File: src/sv/sha256_sha224_hash_engine_core_macros.svh
// Assertion macros for the SHA-256/224 engine.
// Depends on nothing; included by the top level.
`ifndef SHA256_SHA224_HASH_ENGINE_CORE_MACROS_SVH
`define SHA256_SHA224_HASH_ENGINE_CORE_MACROS_SVH

// same-cycle implication
`define SHA_AST_IMP(lbl, clk, rstn, ante, cons) \
  lbl: assert property (@(posedge clk) disable iff (!rstn) (ante) |-> (cons)) \
    else $error("lbl failed");

// next-cycle implication
`define SHA_AST_NXT(lbl, clk, rstn, ante, cons) \
  lbl: assert property (@(posedge clk) disable iff (!rstn) (ante) |=> (cons)) \
    else $error("lbl failed");

`endif

File: src/sv/sha_pkg.sv
// Types and constants for the SHA-256/224 engine.
// No dependencies.
package sha_pkg;

  typedef logic [31:0] word_t;

  localparam logic MODE_256 = 1'b0;
  localparam logic MODE_224 = 1'b1;
  localparam logic OP_ABSORB = 1'b0;
  localparam logic OP_FINAL = 1'b1;

  localparam word_t IV256 [8] = '{
    32'h6a09e667, 32'hbb67ae85, 32'h3c6ef372, 32'ha54ff53a,
    32'h510e527f, 32'h9b05688c, 32'h1f83d9ab, 32'h5be0cd19};
  localparam word_t IV224 [8] = '{
    32'hc1059ed8, 32'h367cd507, 32'h3070dd17, 32'hf70e5939,
    32'hffc00b31, 32'h68581511, 32'h64f98fa7, 32'hbefa4fa4};

  localparam word_t ROUND_K [64] = '{
    32'h428a2f98, 32'h71374491, 32'hb5c0fbcf, 32'he9b5dba5,
    32'h3956c25b, 32'h59f111f1, 32'h923f82a4, 32'hab1c5ed5,
    32'hd807aa98, 32'h12835b01, 32'h243185be, 32'h550c7dc3,
    32'h72be5d74, 32'h80deb1fe, 32'h9bdc06a7, 32'hc19bf174,
    32'he49b69c1, 32'hefbe4786, 32'h0fc19dc6, 32'h240ca1cc,
    32'h2de92c6f, 32'h4a7484aa, 32'h5cb0a9dc, 32'h76f988da,
    32'h983e5152, 32'ha831c66d, 32'hb00327c8, 32'hbf597fc7,
    32'hc6e00bf3, 32'hd5a79147, 32'h06ca6351, 32'h14292967,
    32'h27b70a85, 32'h2e1b2138, 32'h4d2c6dfc, 32'h53380d13,
    32'h650a7354, 32'h766a0abb, 32'h81c2c92e, 32'h92722c85,
    32'ha2bfe8a1, 32'ha81a664b, 32'hc24b8b70, 32'hc76c51a3,
    32'hd192e819, 32'hd6990624, 32'hf40e3585, 32'h106aa070,
    32'h19a4c116, 32'h1e376c08, 32'h2748774c, 32'h34b0bcb5,
    32'h391c0cb3, 32'h4ed8aa4a, 32'h5b9cca4f, 32'h682e6ff3,
    32'h748f82ee, 32'h78a5636f, 32'h84c87814, 32'h8cc70208,
    32'h90befffa, 32'ha4506ceb, 32'hbef9a3f7, 32'hc67178f2};

  function automatic word_t iv_word(input logic mode, input logic [2:0] idx);
    return (mode == MODE_224) ? IV224[idx] : IV256[idx];
  endfunction

  function automatic word_t ror(input word_t x, input int n);
    return (x >> n) | (x << (32 - n));
  endfunction

endpackage

File: src/sv/sha256_sha224_hash_engine_core.sv
// SHA-256 / SHA-224 engine: byte absorb, padding, iterative compression, digest out.
// Each absorbed byte is shifted into the block; a full block runs its rounds on one round unit, then a feed step.
// Finalize: pad bytes (9..72) are shifted in, each padded block is compressed, then 28 or 32 digest beats.
// Throughput: 1 byte per cycle while idle; input stalls during compression, padding and digest out.
// Reset (rst_n low, synchronous): SHA-256 mode, chaining words at IV, counts cleared.
// Depends on sha_pkg and sha256_sha224_hash_engine_core_macros.svh.
`include "sha256_sha224_hash_engine_core_macros.svh"
module sha256_sha224_hash_engine_core
  import sha_pkg::*;
(
  input  logic       clk,
  input  logic       rst_n,
  input  logic       cfg_valid,
  output logic       cfg_ready,
  input  logic       cfg_data,      // digest_mode
  input  logic       in_tvalid,
  output logic       in_tready,
  input  logic [7:0] in_tdata,      // [7:0] data_byte
  input  logic       in_tuser,      // [0] op
  output logic       out_tvalid,
  input  logic       out_tready,
  output logic [7:0] out_tdata,     // [7:0] digest_byte
  output logic       out_tlast      // last_byte
);

  localparam logic [2:0] ST_IDLE = 3'd0;
  localparam logic [2:0] ST_PAD  = 3'd1;
  localparam logic [2:0] ST_COMP = 3'd2;
  localparam logic [2:0] ST_FEED = 3'd3;
  localparam logic [2:0] ST_OUT  = 3'd4;

  logic [2:0]   state_r, state_nxt;
  logic         mode_r;
  logic [511:0] blk_r;
  logic [5:0]   fill_r;
  logic [60:0]  msg_r;
  logic [63:0]  len_r;
  logic         first_r, lenph_r, fin_r;
  logic [5:0]   rnd_r;
  logic [4:0]   cnt_r;
  word_t        v_r [8];
  word_t        chain_r [8];

  logic       in_acc, out_acc, cfg_acc;
  logic       push_en, len_sel;
  logic [7:0] push_b;
  word_t      w0, w1, w9, w14, wnew, t1, t2, e, a, ch_word;

  // a mode write takes the idle cycle ahead of any input beat
  assign in_tready = (state_r == ST_IDLE) && !cfg_valid;
  assign cfg_ready = (state_r == ST_IDLE);
  assign in_acc  = in_tvalid & in_tready;
  assign cfg_acc = cfg_valid & cfg_ready;
  assign out_tvalid = (state_r == ST_OUT);
  assign out_acc = out_tvalid & out_tready;

  assign ch_word   = chain_r[cnt_r[4:2]];
  assign out_tdata = 8'(ch_word >> {~cnt_r[1:0], 3'b000});
  assign out_tlast = (cnt_r == ((mode_r == MODE_224) ? 5'd27 : 5'd31));

  // padding byte source
  assign len_sel = !first_r && (lenph_r || fill_r == 6'd56);
  always_comb begin
    push_en = 1'b0;
    push_b  = in_tdata;
    if (state_r == ST_IDLE) begin
      push_en = in_acc && (in_tuser == OP_ABSORB);
    end else if (state_r == ST_PAD) begin
      push_en = 1'b1;
      if (first_r) push_b = 8'h80;
      else if (len_sel) push_b = len_r[63:56];
      else push_b = 8'h00;
    end
  end

  // round unit and schedule
  assign w0  = blk_r[511:480];
  assign w1  = blk_r[479:448];
  assign w9  = blk_r[223:192];
  assign w14 = blk_r[63:32];
  assign wnew = (ror(w14, 17) ^ ror(w14, 19) ^ (w14 >> 10)) + w9
              + (ror(w1, 7) ^ ror(w1, 18) ^ (w1 >> 3)) + w0;
  assign e = v_r[4];
  assign a = v_r[0];
  assign t1 = v_r[7] + (ror(e, 6) ^ ror(e, 11) ^ ror(e, 25))
            + ((e & v_r[5]) ^ (~e & v_r[6])) + ROUND_K[rnd_r] + w0;
  assign t2 = (ror(a, 2) ^ ror(a, 13) ^ ror(a, 22))
            + ((a & v_r[1]) ^ (a & v_r[2]) ^ (v_r[1] & v_r[2]));

  always_comb begin
    state_nxt = state_r;
    unique case (state_r)
      ST_IDLE: begin
        if (in_acc && in_tuser == OP_FINAL) state_nxt = ST_PAD;
        else if (push_en && fill_r == 6'd63) state_nxt = ST_COMP;
      end
      ST_PAD:  if (fill_r == 6'd63) state_nxt = ST_COMP;
      ST_COMP: if (rnd_r == 6'd63) state_nxt = ST_FEED;
      ST_FEED: begin
        if (!fin_r) state_nxt = ST_IDLE;
        else if (lenph_r) state_nxt = ST_OUT;
        else state_nxt = ST_PAD;
      end
      ST_OUT:  if (out_acc && out_tlast) state_nxt = ST_IDLE;
      default: state_nxt = ST_IDLE;
    endcase
  end

  always_ff @(posedge clk) begin
    if (!rst_n) begin
      state_r <= ST_IDLE;
      mode_r  <= MODE_256;
      fill_r  <= '0;
      msg_r   <= '0;
      first_r <= 1'b0;
      lenph_r <= 1'b0;
      fin_r   <= 1'b0;
      rnd_r   <= '0;
      cnt_r   <= '0;
      blk_r   <= '0;
      for (int i = 0; i < 8; i++) chain_r[i] <= iv_word(MODE_256, 3'(i));
    end else begin
      state_r <= state_nxt;
      if (cfg_acc) begin
        mode_r <= cfg_data;
        fill_r <= '0;
        msg_r  <= '0;
        blk_r  <= '0;
        for (int i = 0; i < 8; i++) chain_r[i] <= iv_word(cfg_data, 3'(i));
      end
      if (in_acc && in_tuser == OP_FINAL) begin
        fin_r   <= 1'b1;
        first_r <= 1'b1;
        lenph_r <= 1'b0;
        len_r   <= {msg_r, 3'b000};
      end
      if (in_acc && in_tuser == OP_ABSORB) msg_r <= msg_r + 61'd1;
      if (push_en) begin
        blk_r  <= {blk_r[503:0], push_b};
        fill_r <= fill_r + 6'd1;
        if (state_r == ST_PAD) begin
          first_r <= 1'b0;
          if (len_sel) begin
            lenph_r <= 1'b1;
            len_r   <= {len_r[55:0], 8'h00};
          end
        end
        if (fill_r == 6'd63) begin
          rnd_r <= '0;
          for (int i = 0; i < 8; i++) v_r[i] <= chain_r[i];
        end
      end
      if (state_r == ST_COMP) begin
        rnd_r  <= rnd_r + 6'd1;
        blk_r  <= {blk_r[479:0], wnew};
        v_r[7] <= v_r[6];
        v_r[6] <= v_r[5];
        v_r[5] <= v_r[4];
        v_r[4] <= v_r[3] + t1;
        v_r[3] <= v_r[2];
        v_r[2] <= v_r[1];
        v_r[1] <= v_r[0];
        v_r[0] <= t1 + t2;
      end
      if (state_r == ST_FEED) begin
        for (int i = 0; i < 8; i++) chain_r[i] <= chain_r[i] + v_r[i];
        cnt_r <= '0;
      end
      if (out_acc) begin
        cnt_r <= cnt_r + 5'd1;
        if (out_tlast) begin
          fin_r   <= 1'b0;
          lenph_r <= 1'b0;
          fill_r  <= '0;
          msg_r   <= '0;
          blk_r   <= '0;
          for (int i = 0; i < 8; i++) chain_r[i] <= iv_word(mode_r, 3'(i));
        end
      end
    end
  end

  `SHA_AST_IMP(a_out_blocks_in, clk, rst_n, out_tvalid, !in_tready && !cfg_ready)
  `SHA_AST_NXT(a_rounds_run, clk, rst_n, state_r == ST_COMP && rnd_r != 6'd63, state_r == ST_COMP)
  `SHA_AST_NXT(a_last_frees, clk, rst_n, out_acc && out_tlast, cfg_ready)

endmodule
File: config.mk
export PLATFORM = sky130hd
export DESIGN_NAME = sha256_sha224_hash_engine_core
export DESIGN_NICKNAME = d
export VERILOG_FILES = /design/src/sv/sha_pkg.sv /design/src/sv/sha256_sha224_hash_engine_core.sv
export VERILOG_INCLUDE_DIRS = /design/src /design/src/sv
export SDC_FILE = /design/constraint.sdc
export NUM_CORES = 2
export LEC_CHECK = 0
export ABC_AREA = 1
export BUFFER_PORTS_ARGS = -buffer_cell sky130_fd_sc_hd__buf_2
export CAP_MARGIN = 20
export CORE_UTILIZATION = 33
export DETAILED_ROUTE_END_ITERATION = 12
export PLACE_DENSITY = 0.55
export SYNTH_ARGS = -nofsm -noshare
export SYNTH_HDL_FRONTEND = slang
export SYNTH_SLANG_ARGS = --single-unit
File: constraint.sdc
create_clock -name clk -period 18.4 [get_ports clk]
set_input_delay 1.84 -clock clk [delete_from_list [all_inputs] [get_ports clk]]
set_output_delay 1.84 -clock clk [all_outputs]
set_load 0.005 [all_outputs]
Word level (Yosys, flattened, before mapping)
Memories as Yosys holds them, arrays and structs flattened. A register that Yosys moved wholly into a read port is not among the register bits.
Cells that the tools add are included.
{ "totals": {"ff_bits": 661, "latch_bits": 0, "mem_bits_rw": 512, "romBits": 2048, "out_inout_bits": 12, "wordCells": 249, "mem_count": 3} }
{ "classes": {"n_addsub": 22, "n_mul": 0, "n_div": 0, "n_lt_le_gt_ge": 1, "eq_ne": 12, "n_shift": 1, "n_mux": 119, "bitwise_logic": 65, "reduce_logical": 15} }
{ "memory_table": {"columns": ["name", "depth", "width", "rd", "rd_ports_with_merged_regs", "wr", "line_no", "rtl"], "rows": [
  ["(name not given)", 64, 32, 1, 0, 0, "sha256_sha224_hash_engine_core.sv:86", "+ ((e & v_r[5]) ^ (~e & v_r[6])) + ROUND_K[rnd_r] + w0;"],
  ["chain_r", 8, 32, 9, 1, 8, "sha256_sha224_hash_engine_core.sv:42", "word_t chain_r [8];"],
  ["v_r", 8, 32, 8, 0, 8, "sha256_sha224_hash_engine_core.sv:41", "word_t v_r [8];"]
]} }
{ "op_table": {"columns": ["operator", "count"], "rows": [
  ["512-bit 2-to-1 mux", 5],
  ["32-bit 2-to-1 mux", 44],
  ["32-bit adder", 18],
  ["32-bit bitwise XOR", 9],
  ["64-bit 2-to-1 mux", 4],
  ["61-bit 2-to-1 mux", 4],
  ["32-bit AND", 5],
  ["31-bit 2-to-1 mux", 4],
  ["61-bit by 1-bit adder with 61-bit output, second input constant", 1],
  ["28-bit 2-to-1 mux", 2],
  ["6-bit 2-to-1 mux", 7],
  ["1-bit 2-to-1 mux", 32],
  ["8-bit 2-to-1 mux", 4],
  ["32-bit NOT", 1],
  ["1-bit bitwise OR", 32],
  ["10-bit by 32-bit bitwise OR with 32-bit output", 1],
  ["13-bit by 32-bit bitwise OR with 32-bit output", 1],
  ["14-bit by 32-bit bitwise OR with 32-bit output", 1],
  ["15-bit by 32-bit bitwise OR with 32-bit output", 1],
  ["19-bit by 32-bit bitwise OR with 32-bit output", 1],
  ["21-bit by 32-bit bitwise OR with 32-bit output", 1],
  ["25-bit by 32-bit bitwise OR with 32-bit output", 1],
  ["26-bit by 32-bit bitwise OR with 32-bit output", 1],
  ["30-bit by 32-bit bitwise OR with 32-bit output", 1],
  ["29 further kinds", 54]
]} }

Longest topological paths before layout
{ "logic_depth": {"word_depth": 11, "depth_mapped": 44, "ltp_nobuf": 44} }

Worst setup path before layout
Ideal clock, no wire load.
{ "synth_path": {"path_type": "input-to-reg", "startpoint": "input port cfg_valid", "endpoint": "memory v_r[0][0] (netlist bit), enable pin", "setup_time_ns": 0.879, "arrival_ns": 13.090, "t_required_ns": 17.521, "slack_ns": 4.432, "stages": 5, "path_cell_list": "nor2_4 nand3_4 nand2_4 a31oi_1 nor2_1"} }
{ "synth_lines": {"columns": ["item", "line_no", "rtl"], "rows": [
  ["from (decl)", "sha256_sha224_hash_engine_core.sv:13", "input logic cfg_valid,"],
  ["to (decl)", "sha256_sha224_hash_engine_core.sv:41", null]
]} }

==> out/qor.txt <==
WORST SETUP PATH
--------------------------------------------------------------------------------------------------------
Kind of cell adding the most delay to the critical path                                      adder cells
Slowest CP cell                                                                             sky130_fd_sc_hd__dfxtp_1
Type of the worst setup path                                                                  reg -> reg
Startpoint type of the worst setup path                                                         register
Cell seen most often among critical-path stages                                             sky130_fd_sc_hd__nand2_1
Critical path data required time                                                                18.98 ns
Highest fanout seen on the critical path                                                              15
Max stage delay on crit path                                                                     0.67 ns
Critical path capture point type                                                                register
Buffer and inverter count on the worst path                                                            6
Data arrival time of the worst path                                                              9.58 ns

GLOBAL ROUTING
--------------------------------------------------------------------------------------------------------
Pin count of the biggest net entering global routing                                                 285
First-pass GRT wire length                                                                     515000 um
Grt total ovfl                                                                                         0
GRT Total Usage                                                                                    25.8%
Via count of the first global-routing pass                                                         76272
Antenna violations before repair                                                                      15

LOGIC SYNTHESIS
--------------------------------------------------------------------------------------------------------
Yosys reg bits                                                                                      1176
Unique masters post-synth                                                                             69
Sequential element share of the synthesized area                                                   32.9%
Leading area contributor after synthesis                                                    sky130_fd_sc_hd__edfxtp_1
Area share of the largest cell type after synthesis                                                17.9%
Top FF cell, synth                                                                          sky130_fd_sc_hd__dfxtp_1
Net count after synthesis                                                                          13007
Total number of yosys warnings                                                                         0
Proportion of register bits with asynchronous set or reset after synthesis                            0%
Cell area after technology mapping                                                           87400 sq um
Gate count of the mapped netlist                                                                   12400
Synthesized area per cell                                                                     7.05 sq um
Leading post-synthesis cells by cell area                                                   sky130_fd_sc_hd__edfxtp_1, sky130_fd_sc_hd__dfxtp_1, sky130_fd_sc_hd__o21ai_0
EDFF count, synth                                                                                    521

TIMING
--------------------------------------------------------------------------------------------------------
Unrepaired setup endpoints after global routing                                                       no
Period Utilization, post-route                                                                     48.9%
Upper clock frequency limit                                                                      111 MHz
Number of pins with negative max-slew slack in the final report                                        0
Final Hold Viols                                                                                       0
Transition time of the tightest slew-check pin                                                   1.32 ns
Fin Setup TNS                                                                                       0 ns
Max_slew headroom                                                                                  11.2%
Fin Clk Skew                                                                                    0.106 ns
Minimum clock period after layout                                                                9.00 ns
Worst Hold Margin                                                                               0.465 ns
Setup-violating endpoint count in the final report                                                     0

CTS
--------------------------------------------------------------------------------------------------------
Skew-Pair Late Insertion Delay                                                                   0.87 ns
Clk root buf                                                                                sky130_fd_sc_hd__clkbuf_16
Clock buffers created by TritonCTS                                                                   146
Count of clock tree sinks                                                                           1176
# resized after CTS                                                                                    0
Count of hold buffers inserted by post-cts repair                                                      0
CTS tree                                                                                           built
Post-CTS clock slew at the launch and capture registers of the worst setup and hold paths        0.06 ns
H-tree level count                                                                                     4
Setup repair bufs after CTS                                                                            0
Maximum buffer depth of the clock tree                                                                 3

ROUTING
--------------------------------------------------------------------------------------------------------
Number of DRC violations after detailed-routing iteration 0                                        10569
First-pass iteration count of the detailed router                                                      7
Via count                                                                                          84044
Post-detailed-routing wire length                                                              352000 um
Number of design rule violations left after detail routing                                             0
Routed vias/inst                                                                                    5.37
Post-DR wirelength/cell                                                                          22.5 um
Antenna Nets Post-Route                                                                                0

PLACE
--------------------------------------------------------------------------------------------------------
Placed wire-length estimate after detailed placement                                           268000 um
Routability Congestion                                                                              1.02
Quantity of I/O buffers inserted on ports                                                             26
Total cell area at the placement stage                                                       90200 sq um

DIE
--------------------------------------------------------------------------------------------------------
Full die area                                                                               267000 sq um
Die Ht                                                                                            517 um
Top-level port count                                                                                  27
Core Footprint                                                                              263000 sq um
Starting density of the core                                                                       33.3%
Die X-Extent                                                                                      517 um
Count of standard-cell rows                                                                          188

FINISH
--------------------------------------------------------------------------------------------------------
Layout cells sized above 1                                                                         3.74%
Area growth, synth to finish                                                                       8.98%
Summed area of non-filler cells in the final layout                                          95200 sq um
Nets                                                                                               12628

POWER
--------------------------------------------------------------------------------------------------------
Fraction of power consumed by the clock network                                                    47.8%
Cell-internal power                                                                              4590 uW
Sequential group share of total power                                                              45.1%
Power dissipated by switching net loads                                                          1680 uW
Max IR drop VDD                                                                                0.0775 mV
Power share of the combinational group                                                              7.0%
Static power due to leakage                                                                    0.0414 uW
Power density cells                                                                         65.8 nW/um^2
Switching power as a share of total power                                                          26.8%

RUN STATUS
--------------------------------------------------------------------------------------------------------
Result of the run                                                                           complete, no violations

FLOW RUN
--------------------------------------------------------------------------------------------------------
MaxCap Viol Count                                                                                      0

MIN PATH
--------------------------------------------------------------------------------------------------------
Path class of the lowest-slack min-delay path                                                 reg -> reg

flip-flops by register name (all words and copies together) (netlist names), named ones only:
register,flops
first_r,1
chain_r,256
fill_r,6
fin_r,1
mode_r,1
v_r,256
blk_r,512
cnt_r,5
rnd_r,6
msg_r,61
len_r,64
state_r,3
lenph_r,1
power groups by stage:
| stage | logic (uW) | clock network (uW) | registers, uW |
|---|---|---|---|
| after floorplan | 308 | 0 | 2850 |
| after global placement | 430 | 0 | 2880 |
| after detailed placement | 429 | 0 | 2880 |
| after CTS | 431 | 3040 | 2820 |
| after global routing | 489 | 3140 | 2830 |
| final | 439 | 3000 | 2830 |
worst paths after layout:
kind | start | depth (start not counted) | slack [ns] | to
max | rnd_r[0] | 37 | 9.40 | v_r[0][27]
min | fill_r[5] | 2 | 0.47 | fill_r[5]
max reg2reg | rnd_r[0] | 37 | 9.40 | v_r[0][27]
min reg2reg | fill_r[5] | 2 | 0.47 | fill_r[5]
cell usage after synthesis, types with 86 or more instances:
library cell               count
sky130_fd_sc_hd__fa_1        195
sky130_fd_sc_hd__o21ai_0    1691
sky130_fd_sc_hd__edfxtp_1    521
sky130_fd_sc_hd__nor3_1      130
sky130_fd_sc_hd__dfxtp_1     655
sky130_fd_sc_hd__clkbuf_1    482
sky130_fd_sc_hd__nand2_1    2030
sky130_fd_sc_hd__buf_2        94
sky130_fd_sc_hd__nor2_1      771
sky130_fd_sc_hd__a21oi_1    1191
sky130_fd_sc_hd__nand4_1      86
sky130_fd_sc_hd__ha_1        397
sky130_fd_sc_hd__xor2_1      196
sky130_fd_sc_hd__xnor2_1     182
sky130_fd_sc_hd__inv_1      2109
sky130_fd_sc_hd__nand3_1     752
sky130_fd_sc_hd__o22ai_1     181
cell type report:
type	instances	area [sq um]
fillers	28320	168000
multi-input cells	8446	48100
flip-flops and latches	1176	28800
inverters	2129	8030
well taps	3515	4400
clock buffers	194	4050
repair buffers	122	923
clock inverters	75	917
diodes	7	17.5
cell families after synthesis:
logic type      after synthesis  share of synthesized area (%)
buf+inv                    2778                           12.1
fa+ha+maj                   594                           10.2
mux                          11                          0.129
compound gates             3556                           22.1
flops                      1176                           32.9
simple gates               3907                           18.8
xor+xnor                    378                           3.79
metal layers:
layer | global-route usage, % | part of all wire, % | up-vias
met5 | 0 | 0.022 | -
met4 | 8.32 | 3.4 | 12
met3 | 6.11 | 10 | 516
met2 | 35.6 | 40 | 3587
met1 | 38.5 | 47 | 39565
li1 | - | - | 40364
worst min-delay path, cell delays in order (launching register included):
cell and delay (ns):
sky130_fd_sc_hd__dfxtp_1 0.31, sky130_fd_sc_hd__inv_1 0.05, sky130_fd_sc_hd__a211oi_1 0.06
through the flow:
stage	setup WS (ns)	total power, uW	std cells	utilization, %
after floorplan	4.43	3150	12400	-
after global placement	9.57	3310	15386	34.3
after detailed placement	9.57	3310	15386	34.3
after CTS	9.54	6290	15655	36.2
after global routing	8.70	6450	15659	36.2
final	9.40	6260	15664	36.2
layout by cell type (no fill, tap or decap), types with 91 or more instances in the layout:
| master | n |
|---|---|
| sky130_fd_sc_hd__fa_1 | 195 |
| sky130_fd_sc_hd__xnor2_1 | 182 |
| sky130_fd_sc_hd__clkbuf_16 | 148 |
| sky130_fd_sc_hd__nand3_1 | 752 |
| sky130_fd_sc_hd__o22ai_1 | 181 |
| sky130_fd_sc_hd__edfxtp_1 | 521 |
| sky130_fd_sc_hd__ha_1 | 397 |
| sky130_fd_sc_hd__inv_1 | 2108 |
| sky130_fd_sc_hd__o21ai_0 | 1691 |
| sky130_fd_sc_hd__a21oi_1 | 1191 |
| sky130_fd_sc_hd__nor3_1 | 130 |
| sky130_fd_sc_hd__nor2_1 | 766 |
| sky130_fd_sc_hd__xor2_1 | 196 |
| sky130_fd_sc_hd__nand2_1 | 2027 |
| sky130_fd_sc_hd__dfxtp_1 | 653 |
| sky130_fd_sc_hd__buf_4 | 91 |
Note: power is estimated with default switching activity, not from simulation.
